File: src/u16u8_pkg.sv
// Shared types, constants and the UTF-8 encoder for the UTF-16 to UTF-8 transcoder.
package u16u8_pkg;

  // Default width of the running byte count
  localparam int LengthBitsDef = 16;

  // Capacity register value after reset
  localparam logic [15:0] CapacityReset = 16'd256;

  // Surrogate tags in the top six bits of a code unit
  localparam logic [5:0] SurHighTag = 6'b110110;
  localparam logic [5:0] SurLowTag  = 6'b110111;

  // Most data bytes one code unit can release: a lone high surrogate plus a BMP unit
  localparam int MaxDataBytes = 6;

  // One encoded code point: bytes[0] goes out first
  typedef struct packed {
    logic [3:0][7:0] bytes;
    logic [2:0]      n;
  } utf8_enc_t;

  // Encode a code point of up to 21 bits into one to four UTF-8 bytes
  function automatic utf8_enc_t utf8_encode(input logic [20:0] cp);
    utf8_enc_t e;
    e.bytes = '0;
    if (cp < 21'h80) begin
      e.n        = 3'd1;
      e.bytes[0] = cp[7:0];
    end else if (cp < 21'h800) begin
      e.n        = 3'd2;
      e.bytes[0] = {3'b110, cp[10:6]};
      e.bytes[1] = {2'b10, cp[5:0]};
    end else if (cp < 21'h10000) begin
      e.n        = 3'd3;
      e.bytes[0] = {4'b1110, cp[15:12]};
      e.bytes[1] = {2'b10, cp[11:6]};
      e.bytes[2] = {2'b10, cp[5:0]};
    end else begin
      e.n        = 3'd4;
      e.bytes[0] = {5'b11110, cp[20:18]};
      e.bytes[1] = {2'b10, cp[17:12]};
      e.bytes[2] = {2'b10, cp[11:6]};
      e.bytes[3] = {2'b10, cp[5:0]};
    end
    return e;
  endfunction

endpackage

File: src/utf16_to_utf8_transcoder.sv
// Top level: UTF-16 to UTF-8 transcoder with capacity check and end-of-string status.
//
// Accepts one UTF-16 code unit per beat and releases its UTF-8 bytes, then a
// status beat (overflow flag and byte length) after the unit marked last_unit.
// Each unit is encoded in the cycle it is accepted and its beats (up to seven:
// six data bytes and the status) are parked in a run buffer, which feeds a
// one-beat output register. The result channel moves one beat per cycle while
// out_stall is low. A unit holds the input until its final beat leaves the run
// buffer (one to four beats for a typical unit, seven at most); units that release nothing do not hold it.
// A new unit is taken in the same cycle the run buffer hands its final beat to
// the output register, so a beat waiting at the output does not hold the input.
// The capacity register may be written at any time and applies to the next check.
module utf16_to_utf8_transcoder
  import u16u8_pkg::*;
#(
  parameter int LENGTH_BITS = LengthBitsDef
) (
  input  logic        clk,
  input  logic        rst_n,
  input  logic        cfg_wr_en,
  input  logic [15:0] cfg_wr_data,
  input  logic        in_valid,
  output logic        in_stall,
  input  logic [15:0] in_code_unit,
  input  logic        in_last_unit,
  output logic        out_valid,
  input  logic        out_stall,
  output logic [7:0]  out_byte,
  output logic        out_is_data,
  output logic        out_last_in_run,
  output logic        out_overflow,
  output logic [15:0] out_byte_length
);

  // Width of sums and compares: room for the carry and for the 16-bit capacity
  localparam int CW = (LENGTH_BITS + 1 > 17) ? LENGTH_BITS + 1 : 17;

  // String state
  logic                   held_valid_r, held_valid_nxt;
  logic [9:0]             held_bits_r, held_bits_nxt;
  logic [LENGTH_BITS-1:0] byte_count_r, byte_count_nxt;
  logic                   ovf_r, ovf_nxt;
  logic [15:0]            cap_r;

  // Run buffer
  logic                           run_valid_r, run_valid_nxt;
  logic [2:0]                     run_idx_r, run_idx_nxt;
  logic [MaxDataBytes-1:0][7:0]   run_bytes_r;
  logic [2:0]                     run_ndata_r;
  logic                           run_stat_r;
  logic                           run_ovf_r;
  logic [15:0]                    run_len_r;

  // Output register
  logic        out_valid_r, out_valid_nxt;
  logic [7:0]  out_byte_r;
  logic        out_is_data_r;
  logic        out_last_r;
  logic        out_ovf_r;
  logic [15:0] out_len_r;

  // Encode datapath
  logic                   in_acc;
  logic                   is_high, is_low;
  logic [20:0]            cp1;
  utf8_enc_t              e1, e2;
  logic [CW-1:0]          sum1, sum2;
  logic                   try1, fit1, consumed, try2, fit2;
  logic [2:0]             n1, n2;
  logic [LENGTH_BITS-1:0] bc1;
  logic                   ovf1;
  logic [7:0][7:0]        cat;
  logic [2:0]             new_ndata;
  logic [2:0]             new_total;
  logic [CW-1:0]          len_ext;

  // Drain control
  logic       o_load;
  logic [2:0] run_total;
  logic       run_at_end;
  logic       run_cur_data;

  assign in_acc  = in_valid && !in_stall;
  assign is_high = (in_code_unit[15:10] == SurHighTag);
  assign is_low  = (in_code_unit[15:10] == SurLowTag);

  // First code point: the held high surrogate, paired or alone
  always_comb begin
    if (is_low) begin
      cp1 = 21'h10000 + {1'b0, held_bits_r, in_code_unit[9:0]};
    end else begin
      cp1 = {5'd0, SurHighTag, held_bits_r};
    end
  end

  assign e1   = utf8_encode(cp1);
  assign try1 = !ovf_r && held_valid_r;
  assign sum1 = CW'(byte_count_r) + CW'(e1.n);
  assign fit1 = !sum1[LENGTH_BITS] && (sum1 < CW'(cap_r));

  // Settle the first code point
  always_comb begin
    n1       = 3'd0;
    bc1      = byte_count_r;
    ovf1     = ovf_r;
    consumed = 1'b0;
    if (try1) begin
      consumed = is_low;
      if (fit1) begin
        n1  = e1.n;
        bc1 = sum1[LENGTH_BITS-1:0];
      end else begin
        ovf1 = 1'b1;
      end
    end
  end

  // Second code point: the current unit unless paired or held
  assign e2   = utf8_encode({5'd0, in_code_unit});
  assign try2 = !ovf1 && !consumed && !(is_high && !in_last_unit);
  assign sum2 = CW'(bc1) + CW'(e2.n);
  assign fit2 = !sum2[LENGTH_BITS] && (sum2 < CW'(cap_r));

  // Next string state
  always_comb begin
    n2             = 3'd0;
    byte_count_nxt = bc1;
    ovf_nxt        = ovf1;
    held_valid_nxt = held_valid_r;
    held_bits_nxt  = held_bits_r;
    if (!ovf_r) begin
      held_valid_nxt = 1'b0;
    end
    if (!ovf1 && !consumed && is_high && !in_last_unit) begin
      held_valid_nxt = 1'b1;
      held_bits_nxt  = in_code_unit[9:0];
    end
    if (try2) begin
      if (fit2) begin
        n2             = e2.n;
        byte_count_nxt = sum2[LENGTH_BITS-1:0];
      end else begin
        ovf_nxt = 1'b1;
      end
    end
  end

  // Lay the two encodings end to end
  always_comb begin
    unique case (n1)
      3'd3:    cat = {8'h00, e2.bytes, e1.bytes[2:0]};
      3'd4:    cat = {e2.bytes, e1.bytes};
      default: cat = {32'h0, e2.bytes};
    endcase
  end

  assign new_ndata = n1 + n2;
  assign new_total = new_ndata + {2'b00, in_last_unit};
  assign len_ext   = CW'(byte_count_nxt);

  // Drain the run buffer into the output register
  assign run_total    = run_ndata_r + {2'b00, run_stat_r};
  assign run_at_end   = (run_idx_r + 3'd1 == run_total);
  assign run_cur_data = (run_idx_r < run_ndata_r);
  assign o_load       = run_valid_r && (!out_valid_r || !out_stall);
  assign in_stall     = run_valid_r && !(o_load && run_at_end);

  always_comb begin
    run_valid_nxt = run_valid_r;
    run_idx_nxt   = run_idx_r;
    if (o_load) begin
      if (run_at_end) begin
        run_valid_nxt = 1'b0;
      end else begin
        run_idx_nxt = run_idx_r + 3'd1;
      end
    end
    if (in_acc && (new_total != 3'd0)) begin
      run_valid_nxt = 1'b1;
      run_idx_nxt   = 3'd0;
    end
  end

  always_comb begin
    out_valid_nxt = out_valid_r;
    if (o_load) begin
      out_valid_nxt = 1'b1;
    end else if (!out_stall) begin
      out_valid_nxt = 1'b0;
    end
  end

  // Control registers
  always_ff @(posedge clk) begin
    if (!rst_n) begin
      held_valid_r <= 1'b0;
      byte_count_r <= '0;
      ovf_r        <= 1'b0;
      cap_r        <= CapacityReset;
      run_valid_r  <= 1'b0;
      run_idx_r    <= 3'd0;
      out_valid_r  <= 1'b0;
    end else begin
      if (cfg_wr_en) begin
        cap_r <= cfg_wr_data;
      end
      if (in_acc) begin
        if (in_last_unit) begin
          held_valid_r <= 1'b0;
          byte_count_r <= '0;
          ovf_r        <= 1'b0;
        end else begin
          held_valid_r <= held_valid_nxt;
          byte_count_r <= byte_count_nxt;
          ovf_r        <= ovf_nxt;
        end
      end
      run_valid_r <= run_valid_nxt;
      run_idx_r   <= run_idx_nxt;
      out_valid_r <= out_valid_nxt;
    end
  end

  // Payload registers
  always_ff @(posedge clk) begin
    if (in_acc) begin
      held_bits_r <= held_bits_nxt;
      run_bytes_r <= cat[MaxDataBytes-1:0];
      run_ndata_r <= new_ndata;
      run_stat_r  <= in_last_unit;
      run_ovf_r   <= ovf_nxt;
      run_len_r   <= len_ext[15:0];
    end
    if (o_load) begin
      out_is_data_r <= run_cur_data;
      out_last_r    <= run_at_end;
      if (run_cur_data) begin
        out_byte_r <= run_bytes_r[run_idx_r];
        out_ovf_r  <= 1'b0;
        out_len_r  <= 16'd0;
      end else begin
        out_byte_r <= 8'h00;
        out_ovf_r  <= run_ovf_r;
        out_len_r  <= run_len_r;
      end
    end
  end

  assign out_valid       = out_valid_r;
  assign out_byte        = out_byte_r;
  assign out_is_data     = out_is_data_r;
  assign out_last_in_run = out_last_r;
  assign out_overflow    = out_ovf_r;
  assign out_byte_length = out_len_r;

  // A surrogate is never held once the string has overflowed
  assert property (@(posedge clk) disable iff (!rst_n) held_valid_r |-> !ovf_r)
    else $error("high surrogate held after overflow");

  // A loaded run always has beats, and no more data bytes than fit
  assert property (@(posedge clk) disable iff (!rst_n)
    run_valid_r |-> (run_total != 3'd0) && (run_ndata_r <= 3'(MaxDataBytes)))
    else $error("run buffer holds an empty or oversized run");

  // A status beat always closes its run
  assert property (@(posedge clk) disable iff (!rst_n)
    (out_valid_r && !out_is_data_r) |-> out_last_r)
    else $error("status beat not marked last in run");

  // Closing a string returns the string state to rest
  assert property (@(posedge clk) disable iff (!rst_n)
    (in_acc && in_last_unit) |=> (byte_count_r == '0) && !held_valid_r && !ovf_r)
    else $error("string state not cleared after last unit");

  // The input is only taken once the run buffer can receive a new run
  assert property (@(posedge clk) disable iff (!rst_n)
    (run_valid_r && !o_load) |-> in_stall)
    else $error("input accepted while run buffer is blocked");

endmodule
File: config.mk
export PLATFORM = sky130hd
export DESIGN_NAME = utf16_to_utf8_transcoder
export DESIGN_NICKNAME = d
export VERILOG_FILES = /design/src/u16u8_pkg.sv /design/src/utf16_to_utf8_transcoder.sv
export SDC_FILE = /design/constraint.sdc
export NUM_CORES = 1
export LEC_CHECK = 0
export BUFFER_PORTS_ARGS = -buffer_cell sky130_fd_sc_hd__clkbuf_2
export CAP_MARGIN = 20
export CORE_UTILIZATION = 57
export CTS_BUF_LIST = sky130_fd_sc_hd__clkbuf_2
export DETAILED_ROUTE_END_ITERATION = 8
export PLACE_DENSITY = 0.87
export SYNTH_ARGS = -nofsm -noshare
export SYNTH_HDL_FRONTEND = slang
export SYNTH_SLANG_ARGS = --single-unit
File: constraint.sdc
create_clock -name clk -period 10.06 [get_ports clk]
set_clock_uncertainty 0.05 [all_clocks]
set_input_delay 0.503 -clock clk [delete_from_list [all_inputs] [get_ports clk]]
set_output_delay 0.503 -clock clk [all_outputs]
set_load 0.02 [all_outputs]
==> flow_summary.ini <==
[placed_design]
postPlaceCellArea_sq_um = 9240
io_buffers = 66
hpwl_um = 15900
dp_slack_ns = -0.253
placedCellCount = 1080
place.gp.congestion = 0.978

[timing]
fmax_mhz = 99.4
max-slew-margin-rel_pct = 31.5
holdWs_ns = 0.0713
tightest_slew_ns = 1.03
rsz0062_at_grt = yes
slew_viol_final = 0
finalCriticalPeriod_ns = 10.06
timing.final.crit_share_pct = 100
hold_viol = 0
fin_setup_tns_ns = -0.00237
setup_viol = 1
worst_slack_ns = -0.00237

[drt]
wl_per_cell_um = 19.9
first_pass_iters = 7
routed_wl_um = 23100
drtIter0Drc = 1017
drtAntennaViolNets = 0
drc = 12
viasPerCell = 6.32
vias = 7336

[cts]
root_buffer = clkbuf_2
clk_pin_slew_ns = 0.27
ctsHtreeMaxLevel = 4
cts.sinks = 142
clk_path_buf_depth = 2
cts_tree = yes
clock_latency_ns = 0.80
cts_made_buffers = 17

[synth]
ys_warn_count = 0
syn-num-nets = 927
synth-edff-count = 103
synth_simple_gate_area_share_pct = 17.6
synth_top_family_by_area = simple AND/OR/NAND/NOR gates
synth_seq_cells = 142
syn_area_per_cell_sq_um = 10.2
ys_types = 74
netlist_instances = 843
async_flop_share_pct = 0
synth-compound-area-share_pct = 14.4
synth_fa_ha_area_share_pct = 7.06
seq_area_frac_synth_pct = 45.0
synth-xor-area-share_pct = 6.59
yosys-mux-area-fraction_pct = 5.33
syn-cell-area_sq_um = 8610
ys.flop_type = edfxtp_1

[power_and_ir_drop]
peakVddDrop_v = 0.0000621
p_per_area_nw_per_um2 = 127
switching_share_pct = 27.7
power_leakage_nw = 3.93
power.internal_mw = 0.943
clkPwrFrac_pct = 32.2
p_seq_share_pct = 52.5
p_comb_share_pct = 15.4
p_sw_mw = 0.360

[global_route]
grt_start_max_net_pins = 37
grt_pass1_wl_um = 36000
grt_use_total_pct = 29.8
grt_pass1_vias = 6748
grt_antenna_before_repair = 1
overflow = 0

[setup_path]
worstPathRequired_ns = 10.72
end_kind = flop
cp_slowest_stage_delay_ns = 0.60
startpoint_type = flop
crit_path_max_fanout = 6
cp.arrival_ns = 10.72
crit_type = flop to flop
crit_slowest_cell = or4b_4

[floorplanning]
dieHeight_um = 125
core_sq_um = 14600
dieArea_sq_um = 15600
row_count = 44
initial_utilization_pct = 58.8
pin_count = 67
die_w_um = 125

[run_status]
status = finished with violations
violations = DRC, setup timing

[finish]
design.final.nets = 1046
multi_input_area_sq_um = 4700
drive_above_1_share_pct = 23.8
final_cells = 1160
design_area_sq_um = 10200
fillers = 1069
area_growth_pct = 18.8
regArea_sq_um = 3870

[flow_run]
cap_viol_max_count = 0

[min_path]
hp-class = input pin to flop
power groups by stage:
stage | sequential (mW) | combinational [mW] | clock [mW]
2_1_floorplan | 0.702 | 0.108 | 0
3_3_place_gp | 0.695 | 0.167 | 0
3_5_place_dp | 0.697 | 0.173 | 0
4_1_cts | 0.684 | 0.184 | 0.418
5_1_grt | 0.688 | 0.215 | 0.444
6_report | 0.684 | 0.200 | 0.419
kinds of logic (layout without fill, tap and decap cells):
family                   Yosys count  in the layout
other                              0              1
adder cells (fa/ha/maj)           47             47
AO/OA/AOI/OAI                    179            179
XOR/XNOR                          64             64
multiplexers                      36             36
buffers and inverters             81            213
AND/OR/NAND/NOR                  294            294
flip-flops                       142            142
layout make-up:
| class | count | share of cell area [%] |
|---|---|---|
| inverter | 36 | 1.32 |
| sequential | 142 | 37.8 |
| multi-input combinational | 620 | 46.0 |
| tap | 184 | 2.25 |
| antenna | 1 | 0.0244 |
| clock inverter | 14 | 2.07 |
| clock buffer | 18 | 0.880 |
| timing repair buffer | 145 | 9.66 |
layout by cell type (no fill, tap or decap), types with 24 or more instances in the layout:
cell type and count:
edfxtp_1 103, clkbuf_2 84, nor2_1 62, nand2_1 59, buf_4 53, dfxtp_1 39, ha_1 38, xnor2_1 37
a21oi_1 33, inv_1 31, dlygate4sd3_1 26, xor2_1 24
cell usage after synthesis, types with 9 or more instances:
cell	n	area, sq um
edfxtp_1	103	3090
nor2_1	70	263
nand2_1	65	244
ha_1	43	538
dfxtp_1	39	781
a21oi_1	38	190
xnor2_1	38	333
clkbuf_1	34	128
inv_1	34	128
o21ai_0	27	135
xor2_1	25	219
and2_1	23	144
nand3_1	23	115
nor2b_1	21	131
mux2i_1	20	200
a22o_1	18	158
nor3_1	15	75.1
a21o_1	14	105
nand2b_1	13	81.3
nand4_1	13	81.3
a22oi_1	12	90.1
nor4_1	11	68.8
a211oi_1	9	67.6
mux2_2	9	101
o21a_1	9	67.6
per-layer routing:
layer	up-vias	routed length [um]	GRT usage (%)	part of all wire (%)
met2	512	9890	44.4	43
met1	3401	9720	42.6	42
met5	-	0	0	0
met3	85	2670	7.45	12
li1	3338	-	-	-
met4	0	794	9.97	3.4
registers in the layout, indices dropped and copies added, names as in the netlist:
signal and count:
run_len_r 16, out_overflow 1, out_valid 1, held_bits_r 10
run_bytes_r 45, run_valid_r 1, out_byte 8, out_byte_length 16
cap_r 16, run_ndata_r 3, ovf_r 1, held_valid_r 1
out_is_data 1, run_stat_r 1, run_ovf_r 1, out_last_in_run 1
byte_count_r 16, run_idx_r 3
through the flow:
stage,power [mW],utilization (%)
floorplan,0.810,-
global placement,0.862,63.1
detailed placement,0.870,63.1
CTS,1.29,67.6
global route,1.35,69.9
finish,1.30,69.9
worst paths after layout:
kind                        start  cells past startpoint  slack (ns)                  to
setup / recovery   held_bits_r[1]                     47      -0.002        run_idx_r[0]
hold / removal    in_code_unit[8]                      2        0.07      held_bits_r[8]
setup reg to reg   held_bits_r[1]                     47      -0.002        run_idx_r[0]
hold reg to reg      run_len_r[9]                      1        0.48  out_byte_length[9]
critical path, delay by kind of cell, from the launching register on:
| kind | cells | cell delay, ns |
|---|---|---|
| AOI/OAI and AO/OA | 14 | 2.54 |
| buffers and inverters | 2 | 0.14 |
| adders and majority gates | 8 | 2.28 |
| and+or+nand+nor | 20 | 3.79 |
| DFF | 1 | 0.54 |
| xor gates and xnor gates | 3 | 0.62 |
timing repair:
item,in CTS,in global routing
hold buffers,26,0
pin swaps,3,43
buffers inserted,9,12
hold endpoints to repair,26,0
resized for setup,7,54
setup endpoints to repair,4,4
No activity file was read; power rests on OpenSTA's default activity.
